## src/hw/rtl/ecg_pkg.sv

```systemverilog
// Shared widths, constants, handshake types and the CORDIC step-angle table
// for the earth-fixed to geodetic converter. No dependencies.
package ecg_pkg;

  localparam int CW      = 56;  // CORDIC x/y datapath
  localparam int AW      = 36;  // angles at 2^-32 rad
  localparam int MUL_A_W = 56;
  localparam int MUL_B_W = 34;
  localparam int MUL_P_W = 90;
  localparam int DIV_N_W = 72;
  localparam int DIV_D_W = 32;
  localparam int DIV_Q_W = 57;
  localparam int SQ_V_W  = 62;
  localparam int SQ_R_W  = 31;

  localparam logic signed [AW-1:0] HALFPI32  = 36'sd6746518852;
  localparam logic signed [AW-1:0] DEG32     = 36'sd74961321;
  localparam logic signed [AW-1:0] PI29      = 36'sd1686629713;
  localparam logic signed [AW-1:0] TWO_PI29  = 36'sd3373259426;
  localparam logic signed [AW-1:0] HALFPI29  = 36'sd843314857;
  localparam logic [31:0]          INVK32    = 32'd2608131496;
  localparam logic signed [CW-1:0] XCOS0     = 56'sd652032874;
  localparam logic [DIV_Q_W-1:0]   CMAX      = 57'd1 << 50;
  localparam logic [DIV_Q_W-1:0]   QMAX      = 57'd1 << 56;

  typedef enum logic {CORDIC_VEC, CORDIC_ROT} cordic_mode_t;
  typedef enum logic [1:0] {SH28, SH30, SH32} mul_shift_t;
  typedef enum logic {LIM_C, LIM_Q} div_lim_t;

  typedef struct packed {
    logic         start;
    cordic_mode_t mode;
  } cordic_ctl_t;

  typedef struct packed {
    logic       start;
    mul_shift_t shift;
  } mul_ctl_t;

  typedef struct packed {
    logic     start;
    div_lim_t lim;
  } div_ctl_t;

  function automatic logic [AW-1:0] atan_step(input logic [4:0] i);
    logic [AW-1:0] v;
    unique case (i)
      5'd0:    v = 36'd3373259426;
      5'd1:    v = 36'd1991351318;
      5'd2:    v = 36'd1052175346;
      5'd3:    v = 36'd534100635;
      5'd4:    v = 36'd268086748;
      5'd5:    v = 36'd134174063;
      5'd6:    v = 36'd67103403;
      5'd7:    v = 36'd33553749;
      5'd8:    v = 36'd16777131;
      5'd9:    v = 36'd8388597;
      5'd10:   v = 36'd4194303;
      default: v = AW'(64'd1 << (6'd32 - {1'b0, i}));
    endcase
    return v;
  endfunction

endpackage

```

## src/hw/rtl/ecg_sqrt.sv

```systemverilog
// Digit-by-digit integer square root, two radicand bits per cycle.
// Depends on ecg_pkg.
module ecg_sqrt (
  input  logic                       clk,
  input  logic                       rst,
  input  logic                       start,
  input  logic [ecg_pkg::SQ_V_W-1:0] v,
  output logic [ecg_pkg::SQ_R_W-1:0] root,
  output logic                       done
);
  import ecg_pkg::*;

  logic              busy;
  logic [4:0]        cnt;
  logic [SQ_V_W-1:0] v_r;
  logic [SQ_R_W+1:0] rem;
  logic [SQ_R_W+3:0] rem_sh;
  logic [SQ_R_W+3:0] trial;
  logic [SQ_R_W+3:0] diff;
  logic              ge;

  assign rem_sh = {rem, v_r[SQ_V_W-1 -: 2]};
  assign trial  = {2'b00, root, 2'b01};
  assign diff   = rem_sh - trial;
  assign ge     = rem_sh >= trial;

  always_ff @(posedge clk) begin
    if (rst) begin
      busy <= 1'b0;
      done <= 1'b0;
      cnt  <= '0;
    end else begin
      done <= 1'b0;
      if (start) begin
        busy <= 1'b1;
        cnt  <= '0;
        v_r  <= v;
        rem  <= '0;
        root <= '0;
      end else if (busy) begin
        rem  <= ge ? diff[SQ_R_W+1:0] : rem_sh[SQ_R_W+1:0];
        root <= {root[SQ_R_W-2:0], ge};
        v_r  <= v_r << 2;
        cnt  <= cnt + 5'd1;
        if (cnt == 5'(SQ_R_W - 1)) begin
          busy <= 1'b0;
          done <= 1'b1;
        end
      end
    end
  end
endmodule

```

## config.mk

```make
export PLATFORM = sky130hd
export DESIGN_NAME = ecg_sqrt
export DESIGN_NICKNAME = d
export VERILOG_FILES = /design/src/hw/rtl/ecg_pkg.sv /design/src/hw/rtl/ecg_sqrt.sv
export SDC_FILE = /design/constraint.sdc
export NUM_CORES = 1
export LEC_CHECK = 0
export BUFFER_PORTS_ARGS = -buffer_cell sky130_fd_sc_hd__buf_2
export CAP_MARGIN = 0
export CORE_AREA = 10 10 140 142
export CTS_CLUSTER_SIZE = 16
export DETAILED_ROUTE_END_ITERATION = 10
export DIE_AREA = 0 0 150 152
export SETUP_SLACK_MARGIN = 0.4
export SLEW_MARGIN = 20
export SYNTH_ARGS = -nofsm -noshare
export SYNTH_HDL_FRONTEND = slang
export SYNTH_SLANG_ARGS = --single-unit
```

## constraint.sdc

```tcl
create_clock -name clk -period 12.7 [get_ports clk]
set_input_delay 3.81 -clock clk [delete_from_list [all_inputs] [get_ports clk]]
set_output_delay 3.81 -clock clk [all_outputs]
set_load 0.02 [all_outputs]
```

=== Word level (Yosys, flattened, before mapping) ===
Index checks and enable logic that the tools add are counted.

* Add/sub/neg operators: 2
* Bitwise logic cells: 2
* Reduce and logical (&&, ||, !) cells: 4
* Eq/ne operators: 1
* $lt $le $gt $ge: 1
* Muxes and demuxes: 9

{| class="wikitable"
|+ Operators with widths
! kind !! number
|-
| two-way mux 62 bit || 2
|-
| two-way mux 33 bit || 2
|-
| greater-or-equal comparator 35 x 33 -> 1 bit || 1
|-
| subtractor 33 bit || 1
|-
| two-way mux 31 bit || 1
|-
| adder 5 x 1 -> 5 bit (second input constant) || 1
|-
| equality test 5 bit (second input constant) || 1
|-
| two-way mux 1 bit || 4
|-
| OR reduction 3 bit || 1
|-
| inverter 1 bit || 2
|-
| AND reduction 2 bit || 1
|-
| nonzero test 2 bit || 1
|-
| OR reduction 2 bit || 1
|}

* Input bits: 65
* Output and inout port bits: 32
* Register bits after elaboration: 133
* Word-level logic and storage cells: 25

=== Logic depth before layout (Yosys ltp) ===
Gate-level depths: netlist of run 1.

* Word-level depth: 4
* Depth in mapped cells: 12
* Depth with buffers taken out: 10

=== Worst setup path before layout of run 1 ===
OpenSTA, ideal clock, no wires.

* Path type: input port to flip-flop
* Start: input start
* End: register rem[0] (enable)
* Setup slack: 1.729 ns
* Library setup time: 0.656 ns
* Path buffers: 1
* Data required time: 12.044 ns
* Arrival time: 10.315 ns
* Cell stages on the path: 3
* Cells stage by stage: clkbuf_1 > inv_1 > a21oi_1

* Cells in the longest elaborated chain, start to end: 2

{| class="wikitable"
|+ RTL lines
! item !! RTL line !! RTL
|-
| from (decl) || ecg_sqrt.sv:6 || <nowiki>input logic start,</nowiki>
|-
| nonzero test 2 bit (no line) || - ||
|-
| AND reduction 2 bit (no line) || - ||
|-
| to (signal assigned) || ecg_sqrt.sv:41 || <nowiki>rem <= ge ? diff[SQ_R_W+1:0] : rem_sh[SQ_R_W+1:0];</nowiki>
|-
| to (decl) || ecg_sqrt.sv:16 || <nowiki>logic [SQ_R_W+1:0] rem;</nowiki>
|}

Every way passes these cells.
A chain may end at the register's enable or synchronous reset.

=== Final worst setup path of run 1 ===
* Start: input start
* End: register rem[11] (enable)

Same word-level chain as after synthesis.

==> qor.csv, run 1 <==
stage,metric,value,unit
critical_path,reg2reg start,root[0],
synth,Synth cell types,64,
clocking,number of CTS-inserted buffers,17,
clocking,Clock Sinks,133,
sta,# setup viols final,0,
worst_hold_path,Hold Crit Class,reg2reg,
critical_path,Worst Path Max Fanout,87,
clocking,"Gates resized, CTS repair",0,
synth,synthesized area,7470,µm²
sta,final setup margin,7.19,ns
sta,"Slew Viols, Final",0,
clocking,Post-CTS Setup Repair Bufs,0,
critical_path,Arrival @ worst endpoint,5.57,ns
synth,Syn Area/Cell,11.6,µm²
sta,Peak Freq,181,MHz
global_routing,vias in the first global route,5402,
place,hpwl dp,11500,µm
synth,Post-Synth Adder-Cell Area,0.0586,
critical_path,R2R setup slack,9.41,ns
sta,Final Skew,0.00782,ns
clocking,CTS Buffer Depth,2,
route,vias,5215,
worst_hold_path,WHS Endpoint,done,
synth,Yosys warnings,0,
synth,sequential area share after synthesis,0.525,
global_routing,initial antenna violation count,2,
floorplanning,IO Count,97,
clocking,CTS tree,done,
global_routing,first-pass GRT wire length,27000,µm
worst_hold_path,HP Start,cnt[4],
clocking,Worst-path clk slew,0.06,ns
floorplanning,chip width,150,µm
clocking,Clock Latency Late Sink,0.42,ns
synth,"Net Count, Synth",746,
power_and_ir_drop,Final Total Pwr,1320,µW
place,pre-CTS setup slack,6.51,ns
global_routing,Total GRT Usage,0.143,
layout,# diodes,0,
sta,unrepaired setup endpoints after global routing,no,
synth,xor-xnor portion of the synthesized cell area,0.0352,
floorplanning,die area,22800,µm²
synth,"EDFF count, synth",126,
sta,Rel. slew slack,0.472,
sta,crit share post-route,0.434,
critical_path,crit path launch type,input port,
critical_path,R2R depth,10,
global_routing,pin count of the biggest net entering global routing,88,
clocking,CTS root buffer,clkbuf_16,
synth,Post-Synth Simple-Gate Area,0.107,
place,placed insts,946,
sta,Worst-Margin Slew,0.792,ns
critical_path,type of destination of the critical path,register,
critical_path,Worst Path Required,12.75,ns
sta,final hold violation count,0,
route,DR iter-0 viols,326,
power_and_ir_drop,register share of total power,0.409,
power_and_ir_drop,Int Power,951,µW
floorplanning,starting density of the core,0.441,
worst_hold_path,Worst Hold Depth,2,
layout,Area growth syn-to-layout,17.1,%
power_and_ir_drop,pwr dens,151,nW/µm²
clocking,H-tree levels,4,
place,I/O Buffers,96,
layout,fin util,0.517,
floorplanning,Site Rows,48,
route,wire length per cell,16.4,µm
critical_path,r2r endpoint,rem[28],
sta,Final TNS setup,0,ns
critical_path,critical path type,in2reg,
power_and_ir_drop,Sw Share,0.279,
route,vias per inst,5.34,
synth,largest family of logic cells by synthesized area,compound AO/OA/AOI/OAI gates,
layout,NumNets Final,840,
synth,main flop type after synthesis,edfxtp_1,
power_and_ir_drop,Lkg Pwr,0.00350,µW
power_and_ir_drop,VDD IR-drop max,0.0000999,V
route,DRC errors left,0,
floorplanning,die height,152,µm
synth,post-synthesis async set-or-reset flop share,0,
place,Final Wtd Congestion,0.876,
synth,post-synthesis mux area share,0.116,
layout,share of cells above drive strength 1,0.283,
floorplanning,Core Area,16900,µm²
sta,Period minus WS final,5.51,ns
route,ANT nets after route,0,
synth,area fraction in compound gates after synthesis,0.120,
power_and_ir_drop,Clk network pwr share,0.375,
synth,#FFs+latches synth,133,
power_and_ir_drop,combinational power share,0.216,
clocking,# hold bufs at CTS,0,
route,DRT Wirelength,16000,µm
synth,Cells after Synth,646,
run,MaxCap Viol Count,0,
power_and_ir_drop,Net Sw Power,368,µW
global_routing,Overflow after GRT,0,
status,status,completed,
layout,Non-Filler Instances,977,
route,Pre-antenna DRT Iters,5,
power groups by stage:
| stage | logic (µW) | clock network (µW) | registers, µW |
|---|---|---|---|
| 5_1_grt | 318 | 522 | 544 |
| 4_1_cts | 287 | 502 | 541 |
| 6_report | 285 | 494 | 540 |
| 2_1_floorplan | 215 | 0 | 556 |
| 3_3_place_gp | 279 | 0 | 548 |
| 3_5_place_dp | 285 | 0 | 549 |
critical path, stage by stage:
cell and delay [ns]:
buf_4 0.54, inv_1 0.28, a21oi_4 0.22, buf_6 0.61
cell type report:
class / count / area, µm²
fillers: 1546 / 8190
flip-flops and latches: 133 / 3920
multi-input cells: 444 / 3270
clock inverters: 14 / 160
well taps: 225 / 282
inverters: 43 / 161
repair buffers: 101 / 524
clock buffers: 17 / 425
worst max-delay path by stage:
stage / slack (ns) / to / depth (start not counted) / start
3_5_place_dp: 6.51 / root[10] / 4 / start
5_1_grt: 7.05 / root[11] / 4 / start
3_3_place_gp: 6.55 / root[11] / 4 / start
6_report: 7.19 / rem[11] / 4 / start
4_1_cts: 6.93 / root[10] / 4 / start
2_1_floorplan: 1.73 / rem[0] / 3 / start
flip-flops by register name (all words and copies together), names as in the netlist:
signal and count:
v_r 62, rem 33, root 31, cnt 5, busy 1, done 1
metal layers:
layer / global-route usage / vias up / wire [µm]
met5: 0 / - / 21
met4: 0.0417 / 4 / 122
met3: 0.0558 / 15 / 1060
met2: 0.225 / 117 / 7680
met1: 0.177 / 2502 / 7150
li1: - / 2577 / -
synthesized netlist by cell type (all sizes together), types with 10 or more instances:
cell	count	area [µm²]
a211oi	15	148
a21oi	36	180
buf	13	78.8
clkbuf	13	48.8
edfxtp	126	3780
ha	35	438
inv	43	161
mux2	61	687
mux2i	18	180
nand2	24	90.1
nand3	14	75.1
nor2	87	332
o21ai	22	110
xnor2	20	175
xor2	10	87.6
through the flow:
stage / hold WS (ns) / area (µm²)
floorplan: 0.467 / 7470
global placement: 0.500 / 8160
detailed placement: 0.509 / 8160
CTS: 0.516 / 8750
global route: 0.545 / 8750
finish: 0.510 / 8750
cells in the final DEF (no fill, tap or decap), types with 4 or more instances in the layout:
cell       count
edfxtp_1     126
buf_2         95
nor2_1        85
mux2_2        61
inv_1         43
a21oi_1       35
ha_1          35
nand2_1       24
xnor2_1       20
o21ai_0       20
mux2i_1       18
clkbuf_16     17
nand3_1       13
xor2_1        10
o21a_1         9
nor3_1         9
a211oi_1       8
a211oi_2       7
a21o_1         7
dfxtp_1        7
or3_1          6
nand4_1        5
or2_2          5
buf_4          5
nor4_1         4
nand2b_1       4
a31oi_1        4
cell families (layout without fill, tap and decap cells):
kind of cell / count (synthesis) / after routing
and+or+nand+nor: 173 / 173
adders and majority gates: 35 / 35
xor gates and xnor gates: 30 / 30
muxes: 79 / 79
buffers and inverters: 69 / 175
DFF: 133 / 133
AOI/OAI and AO/OA: 127 / 127
Note: power is estimated with default switching activity, not from simulation.
==> run 2, diff against run 1 <==
==> constraint.sdc (replaced) <==
create_clock -name clk -period 5.1 [get_ports clk]
set_input_delay 1.53 -clock clk [delete_from_list [all_inputs] [get_ports clk]]
set_output_delay 1.53 -clock clk [all_outputs]
set_load 0.02 [all_outputs]
==> qor.csv, run 2 (synthesis gave the netlist of run 1 again) <==
stage,metric,value,unit,change
sta,Worst-Margin Slew,0.949,ns,+0.157 ns
sta,# setup viols final,0,,unchanged
power_and_ir_drop,pwr dens,380,nW/µm²,+150%
floorplanning,Site Rows,48,,unchanged
clocking,number of CTS-inserted buffers,17,,unchanged
sta,Final TNS setup,0,ns,unchanged
route,Pre-antenna DRT Iters,4,,-1
worst_hold_path,Hold Crit Class,reg2reg,,
layout,most frequent cells in the layout,"edfxtp_1 (126), buf_2 (95), nor2_1 (85)",,
clocking,Clock Sinks,133,,unchanged
floorplanning,die area,22800,µm²,unchanged
route,DRC errors left,0,,unchanged
layout,Multi-input gate area,3270,µm²,unchanged
layout,FF/Latch Area,3920,µm²,unchanged
layout,fin util,0.518,,+0.00177
global_routing,vias in the first global route,5495,,+1.7%
sta,"Slew Viols, Final",0,,unchanged
clocking,"Gates resized, CTS repair",0,,unchanged
sta,Final Skew,0.00654,ns,-0.00128 ns
floorplanning,die height,152,µm,unchanged
critical_path,critical path type,reg2reg,,
critical_path,Arrival @ worst endpoint,3.78,ns,-1.79 ns
critical_path,R2R depth,9,,-1
route,DRT Wirelength,16000,µm,about the same
run,MaxCap Viol Count,0,,unchanged
layout,Non-Filler Instances,978,,+0.10%
clocking,Clock Latency Late Sink,0.42,ns,about the same
global_routing,first-pass GRT wire length,26800,µm,-0.77%
route,DR iter-0 viols,286,,-12%
critical_path,Worst Path Max Fanout,45,,-48%
place,placed insts,946,,unchanged
critical_path,Worst Path Required,5.40,ns,-7.35 ns
global_routing,Total GRT Usage,0.143,,+0.000390
critical_path,crit path launch type,register,,
floorplanning,starting density of the core,0.441,,unchanged
layout,Filler Cell Count,1556,,+0.65%
sta,Peak Freq,287,MHz,
place,Final Wtd Congestion,0.873,,-0.31%
layout,Area growth syn-to-layout,17.5,%,
place,hpwl dp,11400,µm,-1.4%
route,wire length per cell,16.4,µm,-0.11%
clocking,CTS tree,done,,
place,I/O Buffers,96,,unchanged
global_routing,initial antenna violation count,1,,-1
floorplanning,IO Count,97,,unchanged
clocking,Post-CTS Setup Repair Bufs,0,,unchanged
power_and_ir_drop,VDD IR-drop max,0.000264,V,+160%
sta,crit share post-route,0.682,,
clocking,Worst-path clk slew,0.06,ns,about the same
route,ANT nets after route,0,,unchanged
critical_path,type of destination of the critical path,register,,
route,vias,5231,,+0.31%
clocking,CTS root buffer,clkbuf_16,,
layout,share of cells above drive strength 1,0.287,,+0.00361
layout,max reg flops,62,,unchanged
layout,Biggest register,v_r,,
power_and_ir_drop,Lkg Pwr,0.00352,µW,+0.45%
sta,final hold violation count,0,,unchanged
status,status,completed,,
sta,Period minus WS final,3.48,ns,
global_routing,Overflow after GRT,0,,unchanged
clocking,H-tree levels,4,,unchanged
layout,NumNets Final,840,,unchanged
layout,# diodes,0,,unchanged
clocking,CTS Buffer Depth,2,,unchanged
clocking,# hold bufs at CTS,0,,unchanged
floorplanning,chip width,150,µm,unchanged
sta,Rel. slew slack,0.367,,-0.105
worst_hold_path,Worst Hold Depth,2,,unchanged
global_routing,pin count of the biggest net entering global routing,83,,-5.7%
layout,"commonest non-fill, non-tap cell in the layout",edfxtp_1,,
layout,Top Registers,"v_r: 62 flops, rem: 33 flops, root: 31 flops",,
sta,unrepaired setup endpoints after global routing,no,,
floorplanning,Core Area,16900,µm²,unchanged
route,vias per inst,5.35,,+0.20%
run 2: critical path, cell delays in order (launching register included):
cell	delay (ns)
edfxtp_1	0.40
ha_1	0.37
nand2_1	0.09
or3_1	0.38
or4b_2	0.64
o211a_1	0.26
o41ai_4	0.05
buf_4	0.60
and2_1	0.37
a31o_2	0.19
run 2: routing by layer:
| layer | GRT usage | share of wire |
|---|---|---|
| met1 | 0.176 | 0.45 |
| met2 | 0.224 | 0.47 |
| met3 | 0.0624 | 0.073 |
| met4 | 0.0384 | 0.011 |
| met5 | 0 | 0.00044 |
run 2: where the power goes:
group	internal [µW]	switching [µW]
clock	784	507
combinational	300	408
sequential	1310	34.7
total	2390	950
run 2: area by class of cell:
type / count / share of cell area
sequential: 133 / 0.447
multi-input combinational: 444 / 0.373
timing repair buffer: 101 / 0.0593
clock buffer: 17 / 0.0485
tap: 225 / 0.0321
inverter: 43 / 0.0184
clock inverter: 15 / 0.0221
run 2: final timing paths:
path	slack, ns	startpoint	end
worst max-delay path	1.62	rem[3]	rem[29]
worst min-delay path	0.53	cnt[1]	cnt[1]
worst max register to register	1.62	rem[3]	rem[29]
worst min register to register	0.53	cnt[1]	cnt[1]
run 2: per-stage QoR:
step                      hold WS (ns)  setup slack (ns)  power [µW]  cell area, µm²
after floorplan                  0.467             0.634        1910            7490
after global placement           0.495              1.59        2060            8160
after detailed placement         0.519              1.53        2070            8160
after CTS                        0.532              1.58        3370            8780
after global routing             0.553              1.42        3510            8780
final                            0.534              1.62        3340            8780
==> run 3, diff against run 2 <==
--- a/config.mk
+++ b/config.mk
@@ -5,12 +5,14 @@
 export SDC_FILE = /design/constraint.sdc
 export NUM_CORES = 1
 export LEC_CHECK = 0
+export ABC_AREA = 1
 export BUFFER_PORTS_ARGS = -buffer_cell sky130_fd_sc_hd__buf_2
 export CAP_MARGIN = 0
-export CORE_AREA = 10 10 140 142
+export CORE_AREA = 10 10 148 150
 export CTS_CLUSTER_SIZE = 16
 export DETAILED_ROUTE_END_ITERATION = 10
-export DIE_AREA = 0 0 150 152
+export DIE_AREA = 0 0 158 160
+export PLACE_DENSITY = 0.66
 export SETUP_SLACK_MARGIN = 0.4
 export SLEW_MARGIN = 20
 export SYNTH_ARGS = -nofsm -noshare
==> constraint.sdc (replaced) <==
create_clock -name clk -period 3.15 [get_ports clk]
set_input_delay 0.945 -clock clk [delete_from_list [all_inputs] [get_ports clk]]
set_output_delay 0.945 -clock clk [all_outputs]
set_load 0.02 [all_outputs]
==> qor.csv, run 3 <==
stage,metric,value,unit,change
worst_hold_path,WHS Endpoint,cnt[4],,
synth,#FFs+latches synth,133,,unchanged
run,MaxCap Viol Count,0,,unchanged
synth,Syn Area/Cell,7.67,µm²,-34%
route,DRT Wirelength,20200,µm,+26%
critical_path,R2R setup slack,0.61,ns,-1.01 ns
floorplanning,die area,25300,µm²,+11%
route,vias per inst,4.78,,-11%
synth,Cells after Synth,1092,,+69%
floorplanning,Core Area,19100,µm²,+13%
critical_path,type of destination of the critical path,register,,
floorplanning,IO Count,97,,unchanged
place,placed insts,1402,,+48%
route,vias,6849,,+31%
layout,Biggest register,v_r,,
clocking,# hold bufs at CTS,0,,unchanged
critical_path,"Buf+Inv Stages, Crit Path",2,,+1
critical_path,Worst path top cell family by delay,simple AND/OR/NAND/NOR gates,,
sta,unrepaired setup endpoints after global routing,yes,,
worst_hold_path,Worst Hold Depth,1,,-1
floorplanning,Site Rows,51,,+6.3%
global_routing,first-pass GRT wire length,34100,µm,+27%
layout,share of cells above drive strength 1,0.150,,-0.137
sta,crit share post-route,0.807,,+0.125
place,hpwl dp,14900,µm,+31%
critical_path,R2R depth,11,,+2
layout,NumNets Final,1283,,+53%
status,status,completed,,
critical_path,Worst Path Required,3.33,ns,-2.07 ns
synth,most common cell in the netlist,nand2_1,,
sta,Worst-Margin Slew,0.959,ns,+0.00960 ns
sta,Final TNS setup,0,ns,unchanged
synth,"Net Count, Synth",1192,,+60%
global_routing,initial antenna violation count,0,,-1
place,I/O Buffers,96,,unchanged
route,DRC errors left,0,,unchanged
global_routing,Total GRT Usage,0.166,,+0.0232
critical_path,reg2reg start,root[19],,
sta,final hold violation count,0,,unchanged
sta,final setup margin,0.608,ns,-1.01 ns
place,pre-CTS setup slack,0.600,ns,-0.934 ns
layout,"commonest non-fill, non-tap cell in the layout",nand2_1,,
critical_path,slowest CP cell,ha_1,,
power_and_ir_drop,pwr dens,554,nW/µm²,+46%
route,wire length per cell,14.1,µm,-14%
critical_path,delay of the slowest critical-path stage,0.38,ns,-0.26 ns
route,DR iter-0 viols,533,,+86%
worst_hold_path,HP Start,cnt[4],,
route,ANT nets after route,0,,unchanged
clocking,number of CTS-inserted buffers,17,,unchanged
clocking,CTS tree,done,,
sta,Final Skew,0.0100,ns,+0.00347 ns
floorplanning,starting density of the core,0.439,,-0.00236
synth,post-synth top area cell,edfxtp_1,,
critical_path,crit-path cells,inv_1 -> ha_1 -> nand2_2 -> nor2_2 -> nand2_2 -> nor3_2 -> nand2_8 -> nand2_8 -> inv_6 -> nor2_1 -> nor2_1,,
layout,most frequent cells in the layout,"nand2_1 (448), nor2_1 (140), inv_1 (139)",,
clocking,Worst-path clk slew,0.06,ns,about the same
global_routing,Overflow after GRT,0,,unchanged
floorplanning,chip width,158,µm,+5.3%
synth,"EDFF count, synth",126,,unchanged
synth,top-area cell type share of the netlist area,0.452,,-0.0544
sta,Period minus WS final,2.54,ns,-0.938 ns
critical_path,Arrival @ worst endpoint,2.73,ns,-1.05 ns
layout,# diodes,0,,unchanged
sta,Peak Freq,393,MHz,+37%
worst_hold_path,Hold Crit Class,reg2reg,,
floorplanning,die height,160,µm,+5.3%
layout,max reg flops,62,,unchanged
critical_path,crit path launch type,register,,
layout,Filler Cell Count,1893,,+22%
global_routing,vias in the first global route,6806,,+24%
layout,Non-Filler Instances,1434,,+47%
synth,Synth cell types,44,,-31%
clocking,CTS Buffer Depth,2,,unchanged
place,Final Wtd Congestion,0.963,,+10%
synth,synthesized area,8380,µm²,+12%
critical_path,critical path type,reg2reg,,
synth,main area contributors after synthesis,"edfxtp_1 (45%), nand2_1 (20%), inv_1 (6.3%), nor2_1 (6.3%), ha_1 (5.2%)",,
power_and_ir_drop,Final Total Pwr,5360,µW,+60%
global_routing,pin count of the biggest net entering global routing,128,,+54%
sta,Rel. slew slack,0.361,,-0.00640
synth,Yosys warnings,0,,unchanged
clocking,H-tree levels,4,,unchanged
power_and_ir_drop,Lkg Pwr,0.00482,µW,+37%
layout,Area growth syn-to-layout,15.4,%,
clocking,Clock Sinks,133,,unchanged
critical_path,Worst Path Max Fanout,28,,-38%
layout,Top Registers,"v_r: 62 flops, rem: 33 flops, root: 31 flops",,
synth,post-synthesis async set-or-reset flop share,0,,unchanged
synth,top cell types by occurrence after synthesis,"nand2_1 (448), inv_1 (140), nor2_1 (140), edfxtp_1 (126), ha_1 (35)",,
clocking,Clock Latency Late Sink,0.43,ns,about the same
route,Pre-antenna DRT Iters,5,,+1
clocking,CTS root buffer,clkbuf_16,,
critical_path,r2r endpoint,rem[5],,
sta,# setup viols final,0,,unchanged
synth,main flop type after synthesis,edfxtp_1,,
power_and_ir_drop,VDD IR-drop max,0.000396,V,+50%
sta,"Slew Viols, Final",0,,unchanged
synth,sequential area share after synthesis,0.468,,-0.0565
-- run 3: cell types whose count changed after synthesis, moves of 11 or more --
cell	change
nand2_1	+424
inv_1	+97
mux2_2	-61
nor2_1	+55
nand3b_1	+24
xnor2_1	-20
mux2i_1	-18
o21ai_0	-18
nor2_2	+15
nand3_1	+12
a21oi_1	-11
-- run 3: cell families after synthesis --
kind of cell / share of synthesized area
simple gates: 0.350
buf+inv: 0.0843
flops: 0.468
compound gates: 0.0294
fa+ha+maj: 0.0523
xor+xnor: 0.0157
-- run 3: metal layers --
| metal | up-vias | routed length (µm) | GRT usage |
|---|---|---|---|
| li1 | 3600 | - | - |
| met1 | 3047 | 9550 | 0.219 |
| met2 | 166 | 8940 | 0.255 |
| met3 | 36 | 1300 | 0.0537 |
| met4 | 0 | 431 | 0.0497 |
| met5 | - | 0 | 0 |
-- run 3: worst max path at each step --
stage / startpoint / to / slack [ns] / cells after the start
2_1_floorplan: start / rem[0] / -0.65 / 4
3_3_place_gp: rem[22] / rem[6] / 0.65 / 10
3_5_place_dp: root[19] / rem[3] / 0.60 / 11
4_1_cts: root[19] / rem[5] / 0.58 / 11
5_1_grt: root[19] / rem[13] / 0.41 / 11
6_report: root[19] / rem[5] / 0.61 / 11
-- run 3: repair_timing --
| action | CTS | global route |
|---|---|---|
| gates resized for setup | 0 | 1 |
| setup buffers | 0 | 0 |
| endpoints found under the setup margin | 0 | 20 |
| endpoints found under the hold margin | 0 | 0 |
-- run 3: cell type report --
cell class                 instances  area, µm²  share of cell area
inverter                         146        556              0.0575
clock buffer                      17        425              0.0440
clock inverter                    15        165              0.0171
timing repair buffer             101        533              0.0551
tap                              238        298              0.0308
multi-input combinational        784       3770               0.390
sequential                       133       3920               0.406
-- run 3: through the flow --
stage                     area, µm²  hold slack (ns)  utilization
after CTS                      9660            0.506        0.506
after global placement         9070            0.479        0.475
after detailed placement       9070            0.481        0.475
after global routing           9670            0.529        0.507
after floorplan                8410            0.462            -
final                          9670            0.502        0.507
-- run 3: report_power, final --
group / leakage (µW) / switching, µW / internal (µW)
clock network: 0.000289 / 867 / 1120
logic: 0.00325 / 797 / 412
registers: 0.00128 / 51.7 / 2110
